### config.mk
export PLATFORM = sky130hd
export DESIGN_NAME = wildcard_line_pattern_search_core
export DESIGN_NICKNAME = d
export VERILOG_FILES = /design/src/rtl/wlps_pkg.sv /design/src/rtl/wlps_cell.sv /design/src/rtl/wlps_chain.sv /design/src/rtl/wlps_out_buf.sv /design/src/rtl/wildcard_line_pattern_search_core.sv
export SDC_FILE = /design/constraint.sdc
export NUM_CORES = 2
export LEC_CHECK = 0
export ABC_CLOCK_PERIOD_IN_PS = 16300
export BUFFER_PORTS_ARGS = -buffer_cell sky130_fd_sc_hd__buf_2
export CAP_MARGIN = 10
export CORE_MARGIN = 2
export CORE_UTILIZATION = 40
export CTS_BUF_LIST = sky130_fd_sc_hd__clkbuf_8 sky130_fd_sc_hd__clkbuf_16
export CTS_CLUSTER_DIAMETER = 80
export CTS_CLUSTER_SIZE = 20
export DETAILED_ROUTE_END_ITERATION = 10
export GPL_TIMING_DRIVEN = 0
export PLACE_DENSITY = 0.53
export SYNTH_ARGS = -nofsm -noshare
export SYNTH_HDL_FRONTEND = slang
export SYNTH_SLANG_ARGS = --single-unit
### constraint.sdc
create_clock -name clk -period 16.3 [get_ports clk]
set_input_delay 3.26 -clock clk [delete_from_list [all_inputs] [get_ports clk]]
set_output_delay 3.26 -clock clk [all_outputs]
set_load 0.02 [all_outputs]
### src/rtl/wlps_pkg.sv
`timescale 1ns / 1ps
// ----------------------------------------------------------------------------
// wlps_pkg
// Shared types and constants of the wildcard line pattern search core.
// ----------------------------------------------------------------------------
package wlps_pkg;

  localparam int FIELD_W    = 31;
  localparam int LEN_CFG_W  = 9;
  localparam int BYTE_W     = 8;
  localparam int INDEX_W    = 8;

  localparam logic [BYTE_W-1:0]  WILDCARD_BYTE = 8'd63;
  localparam logic [FIELD_W-1:0] LINE_SAT      = 31'd1073741825;
  localparam logic [FIELD_W-1:0] COLUMN_SAT    = 31'd1073741824;

  typedef enum logic [1:0] {
    KIND_MASK = 2'd0,
    KIND_TEXT = 2'd1,
    KIND_EOL  = 2'd2
  } kind_t;

  // Broadcast from the control logic to every cell of the row
  typedef struct packed {
    logic               text;
    logic               clear;
    logic               wr;
    logic [INDEX_W-1:0] wr_idx;
    logic [BYTE_W-1:0]  data;
  } bcast_t;

  typedef struct packed {
    logic [FIELD_W-1:0] line_number;
    logic [FIELD_W-1:0] column;
    logic [FIELD_W-1:0] lines_matched;
  } result_t;

endpackage

### src/rtl/wlps_cell.sv
`timescale 1ns / 1ps
// ----------------------------------------------------------------------------
// wlps_cell
// One mask position: holds its mask byte and its partial-match bit.
// ----------------------------------------------------------------------------
module wlps_cell #(
  parameter int CELL_IDX = 0
) (
  input  logic            clk,
  input  logic            rst,
  input  wlps_pkg::bcast_t bcast,
  input  logic            prev,
  output logic            match_q,
  output logic            match_next
);

  logic [wlps_pkg::BYTE_W-1:0] mask_byte;
  logic                        accepts;

  assign accepts = (mask_byte == wlps_pkg::WILDCARD_BYTE) || (mask_byte == bcast.data);

  always_comb begin
    if (bcast.text) begin
      match_next = prev & accepts;
    end else if (bcast.clear) begin
      match_next = 1'b0;
    end else begin
      match_next = match_q;
    end
  end

  always_ff @(posedge clk) begin
    if (rst) begin
      match_q <= 1'b0;
    end else begin
      match_q <= match_next;
    end
  end

  always_ff @(posedge clk) begin
    if (bcast.wr && (int'(bcast.wr_idx) == CELL_IDX)) begin
      mask_byte <= bcast.data;
    end
  end

endmodule

### src/rtl/wlps_chain.sv
`timescale 1ns / 1ps
// ----------------------------------------------------------------------------
// wlps_chain
// Row of mask cells; each cell passes its partial-match bit to the next one.
// ----------------------------------------------------------------------------
module wlps_chain #(
  parameter int MASK_MAX = 256,
  parameter int IDX_W    = 8
) (
  input  logic             clk,
  input  logic             rst,
  input  wlps_pkg::bcast_t bcast,
  input  logic [IDX_W-1:0] sel,
  output logic             hit
);

  logic [MASK_MAX-1:0] bits_q;
  logic [MASK_MAX-1:0] bits_next;

  for (genvar k = 0; k < MASK_MAX; k++) begin : g_cell
    logic prev;
    if (k == 0) begin : g_first
      assign prev = 1'b1;
    end else begin : g_rest
      assign prev = bits_q[k-1];
    end
    wlps_cell #(.CELL_IDX(k)) u_cell (
      .clk        (clk),
      .rst        (rst),
      .bcast      (bcast),
      .prev       (prev),
      .match_q    (bits_q[k]),
      .match_next (bits_next[k])
    );
  end

  // tap the updated bit of the last mask position in use
  assign hit = bits_next[sel];

endmodule

### src/rtl/wlps_out_buf.sv
`timescale 1ns / 1ps
// ----------------------------------------------------------------------------
// wlps_out_buf
// Output register with one skid entry behind it.
// ----------------------------------------------------------------------------
module wlps_out_buf (
  input  logic              clk,
  input  logic              rst,
  input  logic              push,
  input  wlps_pkg::result_t push_data,
  output logic              full,
  output logic              out_valid,
  input  logic              out_stall,
  output wlps_pkg::result_t out_data
);

  logic              main_valid;
  logic              skid_valid;
  wlps_pkg::result_t skid_data;
  logic              pop;

  assign pop       = main_valid && !out_stall;
  assign out_valid = main_valid;
  assign full      = skid_valid;

  always_ff @(posedge clk) begin
    if (rst) begin
      main_valid <= 1'b0;
      skid_valid <= 1'b0;
    end else begin
      if (!main_valid || pop) begin
        if (skid_valid) begin
          main_valid <= 1'b1;
          skid_valid <= 1'b0;
        end else begin
          main_valid <= push;
        end
      end else if (push) begin
        skid_valid <= 1'b1;
      end
    end
  end

  always_ff @(posedge clk) begin
    if (!main_valid || pop) begin
      if (skid_valid) begin
        out_data <= skid_data;
      end else if (push) begin
        out_data <= push_data;
      end
    end else if (push) begin
      skid_data <= push_data;
    end
  end

  a_no_push_when_full: assert property (@(posedge clk) disable iff (rst)
    push |-> !skid_valid)
    else $error("result pushed while skid entry occupied");

  a_skid_behind_main: assert property (@(posedge clk) disable iff (rst)
    skid_valid |-> main_valid)
    else $error("skid entry holds data with output register empty");

  a_skid_fill_cause: assert property (@(posedge clk) disable iff (rst)
    $rose(skid_valid) |-> $past(push) && $past(main_valid) && $past(out_stall))
    else $error("skid entry filled without a stalled push");

endmodule

### src/rtl/wildcard_line_pattern_search_core.sv
`timescale 1ns / 1ps
// ----------------------------------------------------------------------------
// wildcard_line_pattern_search_core
// Shift-and search of a wildcard mask over text lines; reports the first
// match of each line with its line, start column and matched-line count.
// ----------------------------------------------------------------------------
//   channel  | handshake           | payload
//   ---------+---------------------+-------------------------------------
//   config   | cfg_write           | cfg_data (mask length)
//   input    | in_valid / in_stall | kind, mask_index, byte_value
//   output   | out_valid/out_stall | line_number, column, lines_matched
//
// One transaction per cycle while in_stall is low: every cell of the mask
// row updates its partial-match bit in the cycle the transaction is
// accepted, and a result is registered at that same edge.
// Reset clears partial-match bits and counters; mask bytes stay undefined
// until written. in_stall rises only while both output entries are full.
// ----------------------------------------------------------------------------
module wildcard_line_pattern_search_core #(
  parameter int MASK_MAX = 256
) (
  input  logic                           clk,
  input  logic                           rst,
  input  logic                           cfg_write,
  input  logic [wlps_pkg::LEN_CFG_W-1:0] cfg_data,
  input  logic                           in_valid,
  output logic                           in_stall,
  input  logic [1:0]                     kind,
  input  logic [wlps_pkg::INDEX_W-1:0]   mask_index,
  input  logic [wlps_pkg::BYTE_W-1:0]    byte_value,
  output logic                           out_valid,
  input  logic                           out_stall,
  output logic [wlps_pkg::FIELD_W-1:0]   line_number,
  output logic [wlps_pkg::FIELD_W-1:0]   column,
  output logic [wlps_pkg::FIELD_W-1:0]   lines_matched
);

  localparam int IDX_W = (MASK_MAX > 1) ? $clog2(MASK_MAX) : 1;
  localparam int LEN_W = ($clog2(MASK_MAX + 1) > wlps_pkg::LEN_CFG_W) ?
                         $clog2(MASK_MAX + 1) : wlps_pkg::LEN_CFG_W;

  logic [wlps_pkg::LEN_CFG_W-1:0] mask_length;
  logic [wlps_pkg::FIELD_W-1:0]   line_counter, line_counter_next;
  logic [wlps_pkg::FIELD_W-1:0]   column_counter, column_counter_next;
  logic [wlps_pkg::FIELD_W-1:0]   match_line_count, match_line_count_next;
  logic                           line_found, line_found_next;

  logic              accept;
  logic [LEN_W-1:0]  len_raw;
  logic [LEN_W-1:0]  len_eff;
  logic [IDX_W-1:0]  sel;
  logic              hit;
  logic              push;
  wlps_pkg::bcast_t  bcast;
  wlps_pkg::result_t push_data;
  wlps_pkg::result_t out_data;
  wlps_pkg::kind_t   kind_code;

  assign accept    = in_valid && !in_stall;
  assign kind_code = wlps_pkg::kind_t'(kind);

  // clamp the configured length into 1..MASK_MAX
  assign len_raw = LEN_W'(mask_length);
  always_comb begin
    if (len_raw == '0) begin
      len_eff = LEN_W'(1);
    end else if (len_raw > LEN_W'(MASK_MAX)) begin
      len_eff = LEN_W'(MASK_MAX);
    end else begin
      len_eff = len_raw;
    end
  end
  assign sel = IDX_W'(len_eff - LEN_W'(1));

  always_comb begin
    bcast.text   = accept && (kind_code == wlps_pkg::KIND_TEXT);
    bcast.clear  = accept && (kind_code == wlps_pkg::KIND_EOL);
    bcast.wr     = accept && (kind_code == wlps_pkg::KIND_MASK);
    bcast.wr_idx = mask_index;
    bcast.data   = byte_value;
  end

  wlps_chain #(.MASK_MAX(MASK_MAX), .IDX_W(IDX_W)) u_chain (
    .clk   (clk),
    .rst   (rst),
    .bcast (bcast),
    .sel   (sel),
    .hit   (hit)
  );

  always_comb begin
    line_counter_next     = line_counter;
    column_counter_next   = column_counter;
    match_line_count_next = match_line_count;
    line_found_next       = line_found;
    push                  = 1'b0;
    if (accept) begin
      case (kind_code)
        wlps_pkg::KIND_TEXT: begin
          if (column_counter < wlps_pkg::COLUMN_SAT) begin
            column_counter_next = column_counter + 31'd1;
          end
          if (!line_found && hit &&
              (column_counter_next >= wlps_pkg::FIELD_W'(len_eff))) begin
            push            = 1'b1;
            line_found_next = 1'b1;
            if (match_line_count < wlps_pkg::LINE_SAT) begin
              match_line_count_next = match_line_count + 31'd1;
            end
          end
        end
        wlps_pkg::KIND_EOL: begin
          if (line_counter < wlps_pkg::LINE_SAT) begin
            line_counter_next = line_counter + 31'd1;
          end
          column_counter_next = '0;
          line_found_next     = 1'b0;
        end
        default: begin
          // mask writes go straight to the cells; other codes are dropped
        end
      endcase
    end
  end

  always_comb begin
    push_data.line_number   = line_counter;
    push_data.column        = column_counter_next - wlps_pkg::FIELD_W'(len_eff) + 31'd1;
    push_data.lines_matched = match_line_count_next;
  end

  always_ff @(posedge clk) begin
    if (rst) begin
      mask_length      <= wlps_pkg::LEN_CFG_W'(1);
      line_counter     <= 31'd1;
      column_counter   <= '0;
      match_line_count <= '0;
      line_found       <= 1'b0;
    end else begin
      if (cfg_write) begin
        mask_length <= cfg_data;
      end
      line_counter     <= line_counter_next;
      column_counter   <= column_counter_next;
      match_line_count <= match_line_count_next;
      line_found       <= line_found_next;
    end
  end

  wlps_out_buf u_out_buf (
    .clk       (clk),
    .rst       (rst),
    .push      (push),
    .push_data (push_data),
    .full      (in_stall),
    .out_valid (out_valid),
    .out_stall (out_stall),
    .out_data  (out_data)
  );

  assign line_number   = out_data.line_number;
  assign column        = out_data.column;
  assign lines_matched = out_data.lines_matched;

endmodule

==> results.json <==
{
  "violations": "max-capacitance violations, max-slew violations",
  "synthArstFlopShare": 0,
  "sw_frac_of_total": 0.260,
  "place_ws_ns": 4.41,
  "worst_skew_pair.late_latency_ns": 0.93,
  "min_period_ns": 10.95,
  "finalPower_mw": 13.0,
  "fillers": 26482,
  "area_growth_pct": 10.7,
  "grt_setup_unrepaired": "no",
  "path_cells": "buf_8 -> buf_16 -> buf_16 -> clkbuf_1 -> buf_2 -> buf_2 -> buf_2 -> xnor2_1 -> nand4_1 -> o21ai_0 -> a32oi_1 -> a22oi_1 -> nand3_1 -> a41oi_1 -> a31oi_4 -> a211oi_2 -> nor2_1 -> a21oi_4 -> buf_12 -> buf_12 -> buf_12",
  "num_rows": 199,
  "placed_cell_area_sq_um": 126000,
  "synth_common_cells": "edfxtp_1, xnor2_1, nand4_1",
  "grt_pass1_vias": 77002,
  "path_class": "primary input to flop",
  "cts_tree": "built",
  "clockBufferDepth": 4,
  "drcViolationCount": 0,
  "ant_nets": 0,
  "die_area_sq_um": 300000,
  "ctsRootBufferMaster": "clkbuf_16",
  "regArea_sq_um": 74300,
  "start_kind": "primary input",
  "clockPowerShare": 0.346,
  "multi_input_area_sq_um": 41300,
  "worstPathRequired_ns": 16.88,
  "finalSetupViolations": 0,
  "syn-num-nets": 9171,
  "timing.reg2reg.setup_slack_ns": 7.06,
  "p_seq_frac": 0.555,
  "pwr_density_cell_nw_per_um2": 99.3,
  "drtIter0Drc": 10643,
  "ff2ff_path_depth": 21,
  "die_height_microns": 548,
  "vias": 81793,
  "antenna_found_initial": 52,
  "yosysWarnings": 0,
  "combinationalPowerShare": 0.099,
  "hp-start": "u_chain.g_cell[209].u_cell.match_q",
  "drive_above_1_share": 0.0897,
  "ir_worst_vdd_mv": 0.0999,
  "critical_path.startpoint": "byte_value[1]",
  "hold_viol": 0,
  "final.setup.tns_ns": 0,
  "cts_setup_buffers": 0,
  "maxCapViolCount": 2,
  "cts_sinks": 2595,
  "wl_per_cell_microns": 36.4,
  "clock_skew_ns": 0.0778,
  "netSwitchingPower_mw": 3.39,
  "synth_top_area_share": 0.568,
  "grt_max_degree": 94,
  "p_leak_nw": 40.3,
  "slowest_delay_ns": 0.94,
  "synth_cells": 9087,
  "post_synth_num_cell_types": 96,
  "worst_pin_slew_ns": 1.52,
  "avgSynthCellArea_sq_um": 13.0,
  "numCtsBuffers": 169,
  "holdPathStages": 2,
  "grt_first_pass_wirelength_mm": 657,
  "worstSetupEndpointType": "flop",
  "io_buffers": 124,
  "clk_pin_slew_ns": 0.08,
  "synth_enable_flop_cells": 2234,
  "dp_hpwl_mm": 338,
  "syn_area_sq_um": 118000,
  "hold_buffers": 0,
  "crit_arrival_ns": 11.53,
  "core_sq_um": 294000,
  "routed_via_density": 6.05,
  "synth-seq-area-share": 0.629,
  "yosys.cell_count.top_type": "edfxtp_1",
  "cts_max_level": 4,
  "cts_resized": 0,
  "internal-power_mw": 9.61,
  "start_util": 0.402,
  "routed_wl_mm": 493,
  "overflow": 0,
  "final_area_sq_um": 131000,
  "yosysTopAreaCell": "edfxtp_1",
  "outcome": "complete, but fails checks",
  "dieWidth_microns": 548,
  "ioPinCount": 127,
  "finalNetCount": 9571,
  "cp_max_fo": 83,
  "ys.flop_type": "edfxtp_1",
  "setup_ws_ns": 5.35,
  "drv_slew": 2,
  "place_congestion": 1.02,
  "grt_usage": 0.320,
  "hp-class": "flop to flop",
  "dr.pass1.iters": 6,
  "cp_slowest_cell": "o21ai_0",
  "slew_headroom": -0.0246,
  "fmax_ghz": 0.0913,
  "r2r_start": "len_raw[1]",
  "synth-seq-cells": 2595,
  "min_to": "u_chain.g_cell[209].u_cell.match_q",
  "timing.rr.end": "u_out_buf.out_data[60]",
  "synth.area.top_cells": "edfxtp_1, xnor2_1, dfxtp_1",
  "fin_crit_sh": 0.672
}
registers in the layout, indices dropped and copies added (netlist names):
signal	count
column_counter	31
len_raw	9
line_counter	31
line_found	1
match_line_count	31
u_chain.g_cell.u_cell.mask_byte	2048
u_chain.g_cell.u_cell.match_q	256
u_out_buf.full	1
u_out_buf.out_data	93
u_out_buf.out_valid	1
u_out_buf.skid_data	93
per-layer routing:
| metal | wire length [microns] | vias up | part of all wire | GRT usage |
|---|---|---|---|---|
| li1 | - | 34517 | - | - |
| met1 | 197000 | 41956 | 0.40 | 0.427 |
| met3 | 45900 | 944 | 0.093 | 0.0615 |
| met4 | 32800 | 28 | 0.067 | 0.183 |
| met2 | 216000 | 4348 | 0.44 | 0.488 |
| met5 | 174 | - | 0.00035 | 0 |
how the worst max path moves through the flow:
| stage | depth (start not counted) | slack (ns) | endpoint |
|---|---|---|---|
| floorplan | 15 | 5.28 | u_out_buf.out_data[0] |
| global placement | 16 | -5.92 | u_out_buf.out_data[50] |
| detailed placement | 21 | 4.41 | u_out_buf.out_data[50] |
| CTS | 21 | 5.35 | u_out_buf.out_data[49] |
| global route | 21 | 5.21 | u_out_buf.out_data[49] |
| finish | 21 | 5.35 | u_out_buf.out_data[60] |
cells in the final DEF, fill, tap and decap left out, drive strengths merged, types with 18 or more instances in the layout:
cell    count
or3        18
nand2     531
edfxtp   2234
nor3       50
nor2      629
xor2      474
mux2i      25
a21oi     167
and3       91
a31oi      81
o22ai      32
dfxtp     361
mux2       71
clkinv     25
nor4      195
xnor2    1657
o21a       25
o211ai     41
nand4     690
a32oi      93
a221oi     20
clkbuf    361
nor2b     119
buf       515
ha         51
inv       121
o21ai     281
a21o       23
a32o       52
nand3      98
a22oi      41
or4       184
per-stage QoR:
step,cells,util,hold slack [ns]
after floorplan,9087,-,0.441
after global placement,13130,0.421,0.465
after detailed placement,13227,0.427,0.466
after CTS,13491,0.445,0.477
after global routing,13502,0.445,0.515
final,13514,0.445,0.485
worst max-delay path, delay by kind of cell:
| kind | cells | cell delay, ns |
|---|---|---|
| AND/OR/NAND/NOR | 3 | 0.47 |
| XOR/XNOR | 1 | 0.18 |
| AO/OA/AOI/OAI | 7 | 3.20 |
| buffers and inverters | 10 | 3.94 |
area by class of cell:
type                    count  share of cell area
diodes                     15            0.000287
plain buffers             470              0.0185
clock buffers             177              0.0336
clock inverters            87             0.00634
inverters                  69             0.00198
multi-input cells        5953               0.315
flip-flops and latches   2595               0.568
well taps                3919              0.0375
repair buffers            229              0.0185
power by group through the flow:
stage	logic [mW]	registers [mW]	clock network, mW
after floorplan	0.584	7.38	0
after global placement	1.21	7.41	0
after detailed placement	1.25	7.37	0
after CTS	1.25	7.21	4.54
after global routing	1.30	7.22	4.76
final	1.28	7.21	4.50
cells by family after synthesis:
kind of cell | Yosys count | share of synthesized area
AND/OR/NAND/NOR | 2669 | 0.118
flip-flops | 2595 | 0.629
XOR/XNOR | 2132 | 0.158
AO/OA/AOI/OAI | 1003 | 0.0577
buffers and inverters | 539 | 0.0224
multiplexers | 97 | 0.00907
adder cells (fa/ha/maj) | 52 | 0.00557
(Power assumes the default switching activity.)
